[src/rtl/csfd_pkg.sv]
// ----------------------------------------------------------------------------
// csfd_pkg
// Types, constants and the CRC-8 helper shared by the sensor frame decoder.
// ----------------------------------------------------------------------------
package csfd_pkg;

   // crc-8 with polynomial 0x31, restarted at 0xff for every data pair
   localparam logic [7:0] CRC_POLY = 8'h31;
   localparam logic [7:0] CRC_INIT = 8'hFF;
   localparam logic [7:0] CRC_MSB  = 8'h80;

   // frame layout: byte position within a frame
   localparam logic [3:0] BYTE_A0    = 4'd0;
   localparam logic [3:0] BYTE_A1    = 4'd1;
   localparam logic [3:0] BYTE_CRC_A = 4'd2;
   localparam logic [3:0] BYTE_B0    = 4'd3;
   localparam logic [3:0] BYTE_B1    = 4'd4;
   localparam logic [3:0] BYTE_CRC_B = 4'd5;
   localparam logic [3:0] IDLE_COUNT = 4'd15;

   localparam logic [3:0] FRAME_LEN_TH  = 4'd6;
   localparam logic [3:0] FRAME_LEN_CO2 = 4'd9;

   // raw codes of the accepted temperature span
   localparam logic [31:0] TEMP_RAW_MIN = 32'd1873;
   localparam logic [31:0] TEMP_RAW_MAX = 32'd63662;

   // register reset values
   localparam logic [15:0] PPM_MIN_RESET = 16'd300;
   localparam logic [15:0] PPM_MAX_RESET = 16'd10000;

   // register file
   localparam int CSR_INDEX_W = 2;
   localparam int CSR_DATA_W  = 16;
   localparam logic [CSR_INDEX_W-1:0] CSR_SENSOR_MODE = 2'd0;
   localparam logic [CSR_INDEX_W-1:0] CSR_PPM_MIN     = 2'd1;
   localparam logic [CSR_INDEX_W-1:0] CSR_PPM_MAX     = 2'd2;

   typedef enum logic [1:0] {
      STATUS_OK        = 2'd0,
      STATUS_CRC_ERR   = 2'd1,
      STATUS_RANGE_ERR = 2'd2
   } status_type;

   typedef struct packed {
      logic [7:0] rx_byte;
      logic       frame_start;
   } req_payload_type;

   typedef struct packed {
      status_type  status;
      logic [31:0] value_a;
      logic [15:0] value_b;
   } rsp_payload_type;

   typedef struct packed {
      logic        sensor_mode;
      logic [15:0] ppm_min;
      logic [15:0] ppm_max;
   } cfg_type;

   // byte-wide crc update, msb first
   function automatic logic [7:0] crc8_update(input logic [7:0] crc, input logic [7:0] data);
      logic [7:0] c;
      c = crc ^ data;
      for (int k = 0; k < 8; k++) begin
         if ((c & CRC_MSB) != 8'h00) begin
            c = {c[6:0], 1'b0} ^ CRC_POLY;
         end else begin
            c = {c[6:0], 1'b0};
         end
      end
      return c;
   endfunction

endpackage

[src/rtl/csfd_csr.sv]
// ----------------------------------------------------------------------------
// csfd_csr
// Configuration registers: frame mode and the co2 acceptance window.
// ----------------------------------------------------------------------------
module csfd_csr import csfd_pkg::*; (
   input  logic                   clock,
   input  logic                   reset,
   input  logic                   csr_valid,
   output logic                   csr_ready,
   input  logic [CSR_INDEX_W-1:0] csr_index,
   input  logic [CSR_DATA_W-1:0]  csr_data,
   output cfg_type                cfg
);

   cfg_type cfg_ff;
   cfg_type cfg_in;

   // writes are always accepted
   assign csr_ready = 1'b1;

   // register decode, unknown indexes are dropped
   always_comb begin
      cfg_in = cfg_ff;
      if (csr_valid) begin
         unique case (csr_index)
            CSR_SENSOR_MODE: cfg_in.sensor_mode = csr_data[0];
            CSR_PPM_MIN:     cfg_in.ppm_min     = csr_data;
            CSR_PPM_MAX:     cfg_in.ppm_max     = csr_data;
            default:         cfg_in             = cfg_ff;
         endcase
      end
   end

   always_ff @(posedge clock) begin
      if (reset) begin
         cfg_ff.sensor_mode <= 1'b0;
         cfg_ff.ppm_min     <= PPM_MIN_RESET;
         cfg_ff.ppm_max     <= PPM_MAX_RESET;
      end else begin
         cfg_ff <= cfg_in;
      end
   end

   assign cfg = cfg_ff;

endmodule

[src/rtl/csfd_frame_track.sv]
// ----------------------------------------------------------------------------
// csfd_frame_track
// Frame state: byte position, running crc, error flag and word assembly.
// Produces one result on the last byte of a frame.
// ----------------------------------------------------------------------------
module csfd_frame_track import csfd_pkg::*; (
   input  logic            clock,
   input  logic            reset,
   input  logic            step_valid,
   input  req_payload_type step_payload,
   input  cfg_type         cfg,
   output logic            result_valid,
   output rsp_payload_type result_payload
);

   logic [3:0]  byte_count_ff,  byte_count_in;
   logic [7:0]  running_crc_ff, running_crc_in;
   logic        crc_failed_ff,  crc_failed_in;
   logic [31:0] word_a_ff,      word_a_in;
   logic [15:0] word_b_ff,      word_b_in;

   logic [3:0]  idx;
   logic [3:0]  frame_len;
   logic [7:0]  rx;
   logic        co2;
   logic        in_range;

   assign rx        = step_payload.rx_byte;
   assign co2       = cfg.sensor_mode;
   assign frame_len = co2 ? FRAME_LEN_CO2 : FRAME_LEN_TH;

   // next frame state for one byte transfer
   always_comb begin
      byte_count_in  = byte_count_ff;
      running_crc_in = running_crc_ff;
      crc_failed_in  = crc_failed_ff;
      word_a_in      = word_a_ff;
      word_b_in      = word_b_ff;
      result_valid   = 1'b0;
      idx            = byte_count_ff;

      if (step_valid) begin
         // frame start restarts the count and clears the words
         if (step_payload.frame_start) begin
            idx           = BYTE_A0;
            byte_count_in = BYTE_A0;
            crc_failed_in = 1'b0;
            word_a_in     = '0;
            word_b_in     = '0;
         end

         if (idx < frame_len) begin
            // crc per data pair
            case (idx) inside
               BYTE_A0, BYTE_B0:       running_crc_in = crc8_update(CRC_INIT, rx);
               BYTE_A1, BYTE_B1:       running_crc_in = crc8_update(running_crc_ff, rx);
               BYTE_CRC_A, BYTE_CRC_B: begin
                  if (running_crc_ff != rx) begin
                     crc_failed_in = 1'b1;
                  end
               end
               default: ;
            endcase

            // word assembly
            if (idx == BYTE_A0 || idx == BYTE_A1 ||
                ((idx == BYTE_B0 || idx == BYTE_B1) && co2)) begin
               word_a_in = {word_a_in[23:0], rx};
            end else if (idx == BYTE_B0 || idx == BYTE_B1) begin
               word_b_in = {word_b_in[7:0], rx};
            end

            // advance or close the frame
            if (idx == frame_len - 4'd1) begin
               byte_count_in = IDLE_COUNT;
               result_valid  = 1'b1;
            end else begin
               byte_count_in = idx + 4'd1;
            end
         end
      end
   end

   // range check on the assembled first word
   always_comb begin
      if (co2) begin
         in_range = (word_a_in >= {16'h0000, cfg.ppm_min}) &&
                    (word_a_in <= {16'h0000, cfg.ppm_max});
      end else begin
         in_range = (word_a_in >= TEMP_RAW_MIN) && (word_a_in <= TEMP_RAW_MAX);
      end
   end

   // result fields, crc error takes priority
   always_comb begin
      if (crc_failed_in) begin
         result_payload.status = STATUS_CRC_ERR;
      end else if (!in_range) begin
         result_payload.status = STATUS_RANGE_ERR;
      end else begin
         result_payload.status = STATUS_OK;
      end
      result_payload.value_a = word_a_in;
      result_payload.value_b = co2 ? 16'h0000 : word_b_in;
   end

   always_ff @(posedge clock) begin
      if (reset) begin
         byte_count_ff  <= BYTE_A0;
         running_crc_ff <= CRC_INIT;
         crc_failed_ff  <= 1'b0;
         word_a_ff      <= '0;
         word_b_ff      <= '0;
      end else begin
         byte_count_ff  <= byte_count_in;
         running_crc_ff <= running_crc_in;
         crc_failed_ff  <= crc_failed_in;
         word_a_ff      <= word_a_in;
         word_b_ff      <= word_b_in;
      end
   end

endmodule

[src/rtl/crc_checked_sensor_frame_decoder_core.sv]
// ----------------------------------------------------------------------------
// crc_checked_sensor_frame_decoder_core
// Checks i2c sensor response frames byte by byte and reports one status
// per frame.
//
// Input channel req_*: one received byte per transfer, frame_start marks
// byte 0 of a frame. Six-byte temperature/humidity frames or nine-byte
// co2 frames, each data pair followed by a crc-8 (poly 0x31, init 0xff).
// Result channel rsp_*: on the last byte of a frame one transfer with
// status (ok, crc error, out of range) and the assembled words.
// Other bytes give no result; bytes after a frame end are dropped until
// the next frame_start.
// Register port csr_*: index 0 mode, 1 ppm_min, 2 ppm_max; writes are
// always accepted. Write only while the block is idle.
// Path: a byte sits in the input register and is decoded into the result
// register, from which the result is offered on rsp_*.
// Throughput: one byte per cycle while no result waits for rsp_ready,
// set by the combinational crc update.
// Reset clears frame state, both valid flags and restores register defaults.
// When a result waits and rsp_ready is low the result register holds, the
// input register fills, and req_ready drops until the result is taken.
// ----------------------------------------------------------------------------
module crc_checked_sensor_frame_decoder_core import csfd_pkg::*; (
   input  logic                   clock,
   input  logic                   reset,
   input  logic                   req_valid,
   output logic                   req_ready,
   input  req_payload_type        req_payload,
   output logic                   rsp_valid,
   input  logic                   rsp_ready,
   output rsp_payload_type        rsp_payload,
   input  logic                   csr_valid,
   output logic                   csr_ready,
   input  logic [CSR_INDEX_W-1:0] csr_index,
   input  logic [CSR_DATA_W-1:0]  csr_data
);

   cfg_type         cfg;
   logic            in_valid_ff, in_valid_in;
   req_payload_type in_data_ff;
   logic            advance;
   logic            result_valid;
   rsp_payload_type result_payload;
   logic            rsp_valid_ff, rsp_valid_in;
   rsp_payload_type rsp_data_ff;

   csfd_csr u_csr (
      .clock     (clock),
      .reset     (reset),
      .csr_valid (csr_valid),
      .csr_ready (csr_ready),
      .csr_index (csr_index),
      .csr_data  (csr_data),
      .cfg       (cfg)
   );

   // decode a byte when the result register is free or draining
   assign advance   = in_valid_ff && (!rsp_valid_ff || rsp_ready);
   assign req_ready = !in_valid_ff || advance;

   // input register
   assign in_valid_in = (req_valid && req_ready) || (in_valid_ff && !advance);

   always_ff @(posedge clock) begin
      if (reset) begin
         in_valid_ff <= 1'b0;
      end else begin
         in_valid_ff <= in_valid_in;
      end
   end

   always_ff @(posedge clock) begin
      if (req_valid && req_ready) begin
         in_data_ff <= req_payload;
      end
   end

   csfd_frame_track u_frame_track (
      .clock          (clock),
      .reset          (reset),
      .step_valid     (advance),
      .step_payload   (in_data_ff),
      .cfg            (cfg),
      .result_valid   (result_valid),
      .result_payload (result_payload)
   );

   // result register
   always_comb begin
      if (advance) begin
         rsp_valid_in = result_valid;
      end else if (rsp_ready) begin
         rsp_valid_in = 1'b0;
      end else begin
         rsp_valid_in = rsp_valid_ff;
      end
   end

   always_ff @(posedge clock) begin
      if (reset) begin
         rsp_valid_ff <= 1'b0;
      end else begin
         rsp_valid_ff <= rsp_valid_in;
      end
   end

   always_ff @(posedge clock) begin
      if (advance && result_valid) begin
         rsp_data_ff <= result_payload;
      end
   end

   assign rsp_valid   = rsp_valid_ff;
   assign rsp_payload = rsp_data_ff;

endmodule
[config.mk]
export PLATFORM = sky130hd
export DESIGN_NAME = crc_checked_sensor_frame_decoder_core
export DESIGN_NICKNAME = d
export VERILOG_FILES = /design/src/rtl/csfd_pkg.sv /design/src/rtl/csfd_csr.sv /design/src/rtl/csfd_frame_track.sv /design/src/rtl/crc_checked_sensor_frame_decoder_core.sv
export SDC_FILE = /design/constraint.sdc
export NUM_CORES = 1
export LEC_CHECK = 0
export BUFFER_PORTS_ARGS = -buffer_cell sky130_fd_sc_hd__buf_2
export CAP_MARGIN = 20
export CORE_ASPECT_RATIO = 1.2
export CORE_MARGIN = 2
export CORE_UTILIZATION = 44
export DETAILED_ROUTE_END_ITERATION = 10
export GPL_ROUTABILITY_DRIVEN = 1
export MAX_ROUTING_LAYER = met4
export PLACE_DENSITY = 0.7
export SYNTH_ARGS = -nofsm -noshare
export SYNTH_HDL_FRONTEND = slang
export SYNTH_SLANG_ARGS = --single-unit
[constraint.sdc]
create_clock -name clock -period 6.7 [get_ports clock]
set_input_delay 0 -clock clock [delete_from_list [all_inputs] [get_ports clock]]
set_output_delay 0 -clock clock [all_outputs]
set_load 0.01 [all_outputs]
==> flow_summary.ini, run 1 <==
[setup_path]
worstReg2RegEnd = rsp_payload[49]
timing.critical_path.from = in_data_ff[0]
worst_r2r_startpoint = in_data_ff[0]
reg2reg_depth = 18
crit_end = rsp_payload[49]
arrival_ns = 4.99
critPathCaptureType = flop
timing_worst_setup_path_type = reg -> reg
reg_to_reg_setup_timing_slack_ns = 1.88
path_max_fanout = 35
worst_ep_required_time_ns = 6.86
worstSetupStartpointType = flop

[detailed_routing]
drt_drc_violations_left = 0
drc_violation_total_after_the_first_tritonroute_iteration = 348
firstDrtPassIters = 5
routed_via_density = 5.304
route.vias.total = 5718
detail_route.wirelength_um = 17070
routedWlPerCell_um = 15.83
ant_nets = 0

[power]
worst_ir_drop_vdd_uv = 148.8
power_switching_w = 0.0005246
total_leakage_power_nw = 3.690
pwr-share-comb = 0.092
pwr-share-seq = 0.472
power.density_nw_per_um2 = 245.5
power.switching_fraction = 0.2427
p_int_w = 0.001637
clkPwrFrac = 0.436

[cells_and_area]
synthToLayoutAreaGrowth_pct = 19.43
final_layout_size_suffix_gt1_frac = 0.1513
final_nets = 920
count_of_inserted_antenna_diode_cells = 0
stdcell_count = 1078

[timing]
setup_violations = 0
hold_violations = 2
rsz_0062_raised_after_global_routing = no
fmaxAchievable_ghz = 0.2074
layout_worst_path_cycle_share = 0.7195
slew_headroom = 0.3334
period_minus_slack_ns = 4.821
slew_violations = 0
tightest_slew_ns = 0.9999
timing.setup.tns_ns = 0
worst_hold_slack_ns = -0.01663
finClkSkew_ns = 0.008826

[synthesis]
mappedNetlistArea_um2 = 7372
yosysWarningCount = 0
yosysTopAreaCell = sky130_fd_sc_hd__dfxtp_1
synth.yosys.seq_area_share = 0.5010
synthFlopType = sky130_fd_sc_hd__dfxtp_1
synth.top_cell.area_share = 0.2607
syn-mean-instance-area_um2 = 9.687
syn_inst = 761
ys_seq_elements = 155
ys_types = 56
synthTopCellsByArea = sky130_fd_sc_hd__dfxtp_1, sky130_fd_sc_hd__edfxtp_1, sky130_fd_sc_hd__ha_1
postSynth.asyncResetShare = 0
count_of_flip_flops_with_a_built_in_enable_after_synthesis = 59
mappedNetlistNets = 828

[clock_tree]
clk_path_buf_depth = 2
clock_latency_at_the_later_pin_of_the_worst_skew_pair_ns = 0.43
cts.hold.buffers_added = 29
clock_tree_from_tritoncts = built
numCtsBuffers = 17
post-cts-setup-buffers = 0
post_cts.resized_instances = 0
clk_transition_reported_paths_ns = 0.06
clock_sinks = 155
h-tree-depth = 4
cts_root_buffer = sky130_fd_sc_hd__clkbuf_16

[status]
status = finished, violations left
failed_checks = negative hold slack

[grt]
first_global_vias = 5435
grt_max_degree = 97
grt-ovfl-total = 0
globalRouteTotalUtil = 0.2020
first_pass_grt_wire_length_um = 27570
antenna_found_initial = 0

[floorplan]
coreArea_um2 = 16340
die_y_um = 145.8
die-width_um = 122.2
initial_core_util = 0.4513
floorplan.die_area_um2 = 17810
rows = 51
io-pin-count = 85

[worst_hold_path]
holdCritPathClass = in -> reg
hold_path_depth = 5

[placed_design]
detailedPlacementHpwl_um = 11660
placed_cell_count = 1014
gp_congestion = 0.8870
port_buffers = 83

[job]
drv_cap = 0
## stage by stage
stage	cell area [um2]	hold slack, ns	total power, W	utilization	worst slack, ns
global route	8805	0.00009376	0.002244	0.5390	1.481
floorplan	7372	0.09887	0.001176	-	1.815
detailed placement	7914	0.1811	0.001224	0.4845	1.948
CTS	8780	0.004966	0.002176	0.5375	1.932
global placement	7914	0.1776	0.001221	0.4845	2.019
finish	8805	-0.01663	0.002162	0.5390	1.880
## critical path: stages (launching register included)
cell and delay [ns]:
sky130_fd_sc_hd__edfxtp_1 0.88, sky130_fd_sc_hd__nor2b_1 0.17, sky130_fd_sc_hd__inv_1 0.14, sky130_fd_sc_hd__ha_1 0.16, sky130_fd_sc_hd__and3b_1 0.18, sky130_fd_sc_hd__o21a_1 0.22, sky130_fd_sc_hd__a211o_1 0.39, sky130_fd_sc_hd__a21o_1 0.21
sky130_fd_sc_hd__buf_4 0.24, sky130_fd_sc_hd__a22oi_1 0.50, sky130_fd_sc_hd__ha_1 0.24, sky130_fd_sc_hd__nor2b_1 0.04, sky130_fd_sc_hd__o21a_1 0.16, sky130_fd_sc_hd__o21a_1 0.16, sky130_fd_sc_hd__o21ai_0 0.16, sky130_fd_sc_hd__a21oi_1 0.09
sky130_fd_sc_hd__o31a_1 0.28, sky130_fd_sc_hd__o21ai_0 0.19, sky130_fd_sc_hd__a41oi_2 0.12
## sequential cells by signal, indices dropped and copies added, names as in the netlist
register and cells:
in_data_ff 9, u_frame_track.word_a_ff 32, u_csr.cfg 33, in_valid_ff 1, rsp_payload 50, u_frame_track.byte_count_ff 4, u_frame_track.word_b_ff 16, rsp_valid 1
u_frame_track.crc_failed_ff 1, u_frame_track.running_crc_ff 8
## how the worst min path moves through the flow
stage / start / to
after floorplan: req_payload[0] / in_data_ff[0]
after global placement: req_payload[8] / in_data_ff[8]
after detailed placement: req_payload[5] / in_data_ff[5]
after CTS: csr_index[0] / u_csr.cfg[32]
after global routing: csr_valid / u_csr.cfg[0]
final: csr_valid / u_csr.cfg[0]
## area by class of cell
type	count	area (um2)
fillers	1524	7531
flip-flops and latches	155	3694
well taps	212	265.3
clock inverters	13	142.6
multi-input cells	516	3341
inverters	43	161.4
clock buffers	19	432.9
repair buffers	120	768.2
## power by group through the flow
stage | Combinational (W) | Clock [W] | Sequential (W)
after floorplan | 0.000152 | 0 | 0.00102
after global placement | 0.000181 | 0 | 0.00104
after detailed placement | 0.000183 | 0 | 0.00104
after CTS | 0.000198 | 0.000958 | 0.00102
after global routing | 0.000224 | 0.000998 | 0.00102
final | 0.000199 | 0.000942 | 0.00102
## synthesized netlist by cell type (6+ instances only)
| cell | instances |
|---|---|
| sky130_fd_sc_hd__a21oi_1 | 47 |
| sky130_fd_sc_hd__nand3b_1 | 6 |
| sky130_fd_sc_hd__nor2_1 | 52 |
| sky130_fd_sc_hd__nor4_1 | 6 |
| sky130_fd_sc_hd__o21a_1 | 7 |
| sky130_fd_sc_hd__dfxtp_1 | 96 |
| sky130_fd_sc_hd__a22o_1 | 20 |
| sky130_fd_sc_hd__xor2_1 | 15 |
| sky130_fd_sc_hd__ha_1 | 35 |
| sky130_fd_sc_hd__nand2b_1 | 7 |
| sky130_fd_sc_hd__o21ai_0 | 22 |
| sky130_fd_sc_hd__a21o_1 | 8 |
| sky130_fd_sc_hd__xnor2_1 | 22 |
| sky130_fd_sc_hd__a211o_1 | 16 |
| sky130_fd_sc_hd__nor2b_1 | 42 |
| sky130_fd_sc_hd__nand3_1 | 8 |
| sky130_fd_sc_hd__inv_1 | 42 |
| sky130_fd_sc_hd__nand4_1 | 6 |
| sky130_fd_sc_hd__nor3_1 | 10 |
| sky130_fd_sc_hd__clkbuf_1 | 44 |
| sky130_fd_sc_hd__nand2_1 | 86 |
| sky130_fd_sc_hd__edfxtp_1 | 59 |
| sky130_fd_sc_hd__a22oi_1 | 27 |
| sky130_fd_sc_hd__and2_1 | 17 |
## per-layer routing
layer  global-route usage  vias to the layer above  part of all wire
li1                     -                     2876                 -
met1               0.2620                     2680              0.46
met2               0.3109                      140              0.48
met3              0.04389                       22             0.042
met4              0.07126                        0             0.020
met5                    -                        -                 0
## kinds of logic after synthesis
kind of cell | Yosys count | share of synthesized area
adders and majority gates | 35 | 0.05940
other | 1 | 0.0005087
buffers and inverters | 90 | 0.04667
xor gates and xnor gates | 37 | 0.04396
AOI/OAI and AO/OA | 180 | 0.1689
and+or+nand+nor | 261 | 0.1767
muxes | 2 | 0.002885
DFF | 155 | 0.5010
## placed cells by master (no fill, tap or decap), types with 8 or more instances in the layout
master,n
sky130_fd_sc_hd__dfxtp_1,96
sky130_fd_sc_hd__nand2_1,86
sky130_fd_sc_hd__buf_2,83
sky130_fd_sc_hd__edfxtp_1,59
sky130_fd_sc_hd__nor2_1,52
sky130_fd_sc_hd__a21oi_1,47
sky130_fd_sc_hd__nor2b_1,42
sky130_fd_sc_hd__inv_1,42
sky130_fd_sc_hd__ha_1,35
sky130_fd_sc_hd__dlygate4sd3_1,30
sky130_fd_sc_hd__a22oi_1,27
sky130_fd_sc_hd__o21ai_0,22
sky130_fd_sc_hd__xnor2_1,22
sky130_fd_sc_hd__a22o_1,20
sky130_fd_sc_hd__clkbuf_16,17
sky130_fd_sc_hd__a211o_1,16
sky130_fd_sc_hd__and2_1,16
sky130_fd_sc_hd__xor2_1,15
sky130_fd_sc_hd__nor3_1,9
sky130_fd_sc_hd__a21o_1,8
sky130_fd_sc_hd__nand3_1,8
Note: power is estimated with default switching activity, not from simulation.
==> inputs of run 2 (changes only) <==
==> constraint.sdc (replaced) <==
create_clock -name clock -period 4.8 [get_ports clock]
set_input_delay 0 -clock clock [delete_from_list [all_inputs] [get_ports clock]]
set_output_delay 0 -clock clock [all_outputs]
set_load 0.01 [all_outputs]
==> flow_summary.ini, run 2 (synthesized netlist as in run 1, its figures left out) <==
[timing]
worst_hold_slack_ns = -0.03310
rsz_0062_raised_after_global_routing = no
slew_violations = 0
timing.setup.tns_ns = 0
finClkSkew_ns = 0.006175
slew_headroom = 0.3845
hold_violations = 1
setup_violations = 0
layout_worst_path_cycle_share = 0.8848
fmaxAchievable_ghz = 0.2355
period_minus_slack_ns = 4.247
tightest_slew_ns = 0.9233

[setup_path]
critPathCaptureType = flop
worstSetupStartpointType = flop
path_max_fanout = 11
reg_to_reg_setup_timing_slack_ns = 0.55
worstReg2RegEnd = rsp_payload[49]
timing_worst_setup_path_type = reg -> reg
worst_r2r_startpoint = u_frame_track.byte_count_ff[2]
arrival_ns = 4.41
reg2reg_depth = 17
worst_ep_required_time_ns = 4.97

[status]
status = finished, violations left
failed_checks = negative hold slack

[detailed_routing]
ant_nets = 0
firstDrtPassIters = 5
routedWlPerCell_um = 15.71
drt_drc_violations_left = 0
drc_violation_total_after_the_first_tritonroute_iteration = 324
detail_route.wirelength_um = 17080
routed_via_density = 5.316
route.vias.total = 5779

[grt]
globalRouteTotalUtil = 0.2057
grt-ovfl-total = 0
first_global_vias = 5512
grt_max_degree = 52
first_pass_grt_wire_length_um = 27920
antenna_found_initial = 0

[placed_design]
placed_cell_area_um2 = 7981
port_buffers = 83
gp_congestion = 0.9334
detailedPlacementHpwl_um = 11760

[cells_and_area]
count_of_inserted_antenna_diode_cells = 0
most-common-layout-cells = sky130_fd_sc_hd__dfxtp_1, sky130_fd_sc_hd__nand2_1, sky130_fd_sc_hd__buf_2
n_fill_cell = 1532
largest_register_ff_count = 50
final_core_utilization = 0.5437
synthToLayoutAreaGrowth_pct = 20.49
final_nets = 929
design_area_um2 = 8882
layout.cells.most_common = sky130_fd_sc_hd__dfxtp_1
final_layout_size_suffix_gt1_frac = 0.1611

[clock_tree]
clk_path_buf_depth = 2
clock_latency_at_the_later_pin_of_the_worst_skew_pair_ns = 0.43
clock_tree_from_tritoncts = built
clock_sinks = 155
cts_root_buffer = sky130_fd_sc_hd__clkbuf_16
numCtsBuffers = 17
h-tree-depth = 4
clk_transition_reported_paths_ns = 0.06

[worst_hold_path]
hold_end = u_csr.cfg[0]
hold_path_depth = 5
holdCritStartpoint = csr_index[1]
holdCritPathClass = in -> reg

[floorplan]
coreArea_um2 = 16340
io-pin-count = 85
initial_core_util = 0.4513
floorplan.die_area_um2 = 17810
rows = 51
die-width_um = 122.2
die_y_um = 145.8

[power]
worst_ir_drop_vdd_uv = 229.2
total_leakage_power_nw = 3.743
power.density_nw_per_um2 = 340.8

[job]
drv_cap = 0
-- run 2: cell type report --
| class | count | area, um2 | area share |
|---|---|---|---|
| clock buffers | 19 | 442.9 | 0.04987 |
| clock inverters | 13 | 142.6 | 0.01606 |
| inverters | 43 | 161.4 | 0.01817 |
| multi-input cells | 516 | 3341 | 0.3761 |
| flip-flops and latches | 155 | 3694 | 0.4158 |
| well taps | 212 | 265.3 | 0.02986 |
| repair buffers | 129 | 835.8 | 0.09410 |
-- run 2: stage by stage --
step | hold slack, ns | power [W] | setup slack, ns | std cells
floorplan | 0.09887 | 0.001641 | 0.07391 | 761
global placement | 0.1781 | 0.001707 | 0.6880 | 1023
detailed placement | 0.1781 | 0.001712 | 0.6039 | 1023
CTS | 0.04888 | 0.003053 | 0.5847 | 1083
global route | 0.009027 | 0.003150 | 0.2259 | 1087
finish | -0.03310 | 0.003027 | 0.5530 | 1087
-- run 2: repair_timing --
item                      CTS  global route
hold buffers               28             2
hold endpoints to repair   44             2
setup buffers               0             0
gates resized for setup     0             0
-- run 2: worst max path at each step --
stage / from / cells after the start / slack (ns) / end
CTS: u_frame_track.byte_count_ff[2] / 17 / 0.58 / rsp_payload[49]
finish: u_frame_track.byte_count_ff[2] / 17 / 0.55 / rsp_payload[49]
global route: u_frame_track.byte_count_ff[0] / 17 / 0.23 / rsp_payload[49]
detailed placement: u_frame_track.byte_count_ff[2] / 17 / 0.60 / rsp_payload[49]
global placement: u_frame_track.byte_count_ff[2] / 17 / 0.69 / rsp_payload[49]
floorplan: in_data_ff[0] / 22 / 0.07 / rsp_payload[49]
-- run 2: metal layers --
| metal | wire, um | track usage | up-vias |
|---|---|---|---|
| met5 | 0 | - | - |
| met4 | 331 | 0.08276 | 0 |
| met3 | 813 | 0.03723 | 25 |
| met2 | 8346 | 0.3204 | 137 |
| met1 | 7584 | 0.2638 | 2725 |
| li1 | - | - | 2892 |
-- run 2: where the power goes --
part	internal [W]	switching [W]
Clock	0.000783	0.000537
Combinational	0.000131	0.000154
Sequential	0.00139	0.0000342
Total	0.00230	0.000726
-- run 2: critical path, cell delays in order (launching register included) --
cell and delay [ns]:
sky130_fd_sc_hd__dfxtp_1 0.51, sky130_fd_sc_hd__nor2b_1 0.19, sky130_fd_sc_hd__ha_1 0.27, sky130_fd_sc_hd__and3b_1 0.18, sky130_fd_sc_hd__o21a_1 0.23, sky130_fd_sc_hd__a211o_1 0.31
sky130_fd_sc_hd__a21o_1 0.31, sky130_fd_sc_hd__a22oi_1 0.37, sky130_fd_sc_hd__inv_1 0.15, sky130_fd_sc_hd__ha_1 0.32, sky130_fd_sc_hd__a21oi_1 0.15, sky130_fd_sc_hd__nor2b_1 0.05
sky130_fd_sc_hd__o21ai_0 0.16, sky130_fd_sc_hd__a21oi_1 0.08, sky130_fd_sc_hd__o21a_1 0.17, sky130_fd_sc_hd__o31a_1 0.23, sky130_fd_sc_hd__o21ai_0 0.19, sky130_fd_sc_hd__a41oi_2 0.12
==> inputs of run 3 (changes only) <==
==> constraint.sdc (replaced) <==
create_clock -name clock -period 5.2 [get_ports clock]
set_input_delay 0 -clock clock [delete_from_list [all_inputs] [get_ports clock]]
set_output_delay 0 -clock clock [all_outputs]
set_load 0.01 [all_outputs]
==> flow_summary.ini, run 3 (synthesized netlist as in run 1, its figures left out) <==
[cells_and_area]
largest_register_ff_count = 50
layout.cells.most_common = sky130_fd_sc_hd__dfxtp_1
final_layout_size_suffix_gt1_frac = 0.1573
final_nets = 925
most-common-layout-cells = sky130_fd_sc_hd__dfxtp_1, sky130_fd_sc_hd__nand2_1, sky130_fd_sc_hd__buf_2
synthToLayoutAreaGrowth_pct = 21.08
count_of_inserted_antenna_diode_cells = 0

[timing]
hold_violations = 0
setup_violations = 0
period_minus_slack_ns = 4.502
tightest_slew_ns = 0.9994
fmaxAchievable_ghz = 0.2221
slew_violations = 0
rsz_0062_raised_after_global_routing = no
timing.setup.tns_ns = 0
worst_hold_slack_ns = 0.02791
layout_worst_path_cycle_share = 0.8658
finClkSkew_ns = 0.008445
slew_headroom = 0.3338

[clock_tree]
numCtsBuffers = 17
clk_path_buf_depth = 2
post_cts.resized_instances = 0
h-tree-depth = 4
clock_latency_at_the_later_pin_of_the_worst_skew_pair_ns = 0.43
post-cts-setup-buffers = 0
clock_tree_from_tritoncts = built
clk_transition_reported_paths_ns = 0.06
cts_root_buffer = sky130_fd_sc_hd__clkbuf_16
clock_sinks = 155

[grt]
grt-ovfl-total = 0
antenna_found_initial = 0
first_global_vias = 5660
first_pass_grt_wire_length_um = 28080
grt_max_degree = 97
globalRouteTotalUtil = 0.2055

[floorplan]
die_y_um = 145.8
coreArea_um2 = 16340
initial_core_util = 0.4513
floorplan.die_area_um2 = 17810
die-width_um = 122.2
io-pin-count = 85
rows = 51

[setup_path]
timing_worst_setup_path_type = reg -> reg
timing.critical_path.cells = nor2b_1, inv_1, ha_1, and3b_1, o21a_1, a211o_1, a21o_1, buf_4, a22o_1, ha_1, o21a_1, o21ai_0, a21oi_1, o21a_1, o31a_1, o21ai_0, a41oi_2
path_max_fanout = 22
timing.critical_path.slowest_cell_delay_ns = 0.57
cell_with_the_largest_stage_delay_on_the_worst_path = sky130_fd_sc_hd__edfxtp_1
worst_ep_required_time_ns = 5.37
critPathMostFrequentCell = sky130_fd_sc_hd__o21a_1
critPathCaptureType = flop
arrival_ns = 4.67
worstSetupStartpointType = flop

[placed_design]
detailedPlacementHpwl_um = 11840
port_buffers = 83
gp_congestion = 0.9173

[detailed_routing]
drc_violation_total_after_the_first_tritonroute_iteration = 357
top_layer_used_by_detailed_routing = met4
route.vias.total = 5811
wire_length_on_met1_um = 7573
route.met3.wl_um = 786
routed_via_density = 5.366
detail_route.wirelength_um = 17180
drt_drc_violations_left = 0
met2RoutedLength_um = 8456
ant_nets = 0
routedWlPerCell_um = 15.87
firstDrtPassIters = 5

[power]
power.density_nw_per_um2 = 331.4
worst_ir_drop_vdd_uv = 216.7
total_leakage_power_nw = 3.756

[status]
status = finished, final reports clean

[job]
drv_cap = 0

[worst_hold_path]
holdCritPathClass = in -> reg
[run 3: changes by cell type in the layout (fill, tap and decap cells not counted)]
cell	before	now
sky130_fd_sc_hd__clkinv_2	4	1
sky130_fd_sc_hd__clkinvlp_4	1	0
sky130_fd_sc_hd__bufinv_16	2	5
sky130_fd_sc_hd__clkinv_1	1	2
sky130_fd_sc_hd__clkbuf_8	1	0
sky130_fd_sc_hd__clkbuf_1	1	0
sky130_fd_sc_hd__inv_6	2	4
sky130_fd_sc_hd__clkinv_4	3	2
sky130_fd_sc_hd__inv_8	1	2
sky130_fd_sc_hd__buf_4	16	12
[run 3: path summary, 6_finish.rpt]
kind | start | to | slack [ns] | cells after the start
setup / recovery | in_data_ff[0] | rsp_payload[49] | 0.70 | 17
setup reg to reg | in_data_ff[0] | rsp_payload[49] | 0.70 | 17
hold reg to reg | u_csr.cfg[7] | u_csr.cfg[7] | 0.45 | 2
hold / removal | csr_index[1] | u_csr.cfg[32] | 0.03 | 4
[run 3: metrics by stage]
step                  util  power [W]  instance area (um2)  instances  setup slack (ns)
floorplan                -   0.001515                 7372        761            0.3150
global placement    0.4867   0.001575                 7951       1019            0.8256
detailed placement  0.4872   0.001579                 7959       1020            0.7477
CTS                 0.5460   0.002980                 8919       1082            0.7198
global route        0.5464   0.003062                 8926       1083            0.3112
finish              0.5464   0.002959                 8926       1083            0.6979
[run 3: area by class of cell]
type / count / area (um2)
fill: 1486 / 7410
sequential: 155 / 3694
multi-input combinational: 516 / 3341
timing repair buffer: 125 / 805.8
clock buffer: 17 / 425.4
tap: 212 / 265.3
clock inverter: 15 / 234.0
inverter: 43 / 161.4
[run 3: report_power, final]
| part | total [W] | switching (W) | internal (W) |
|---|---|---|---|
| clock | 0.00139 | 0.000522 | 0.000863 |
| sequential | 0.00131 | 0.0000308 | 0.00128 |
| combinational | 0.000263 | 0.000143 | 0.000120 |
[run 3: what timing repair did]
item,in CTS,in global routing
endpoints found under the setup margin,0,0
hold endpoints to repair,44,0
hold buffers,30,0
[run 3: critical path, delay by kind of cell, from the launching register on]
kind	cells	cell delay (ns)
buffers and inverters	2	0.44
AND/OR/NAND/NOR	2	0.48
AO/OA/AOI/OAI	11	2.28
flip-flops	1	0.57
adder cells (fa/ha/maj)	2	0.48
[run 3: routing by layer]
metal	vias to the layer above	global-route usage
li1	2881	-
met1	2753	0.2580
met2	148	0.3257
met3	29	0.04428
met4	0	0.07356
met5	-	-
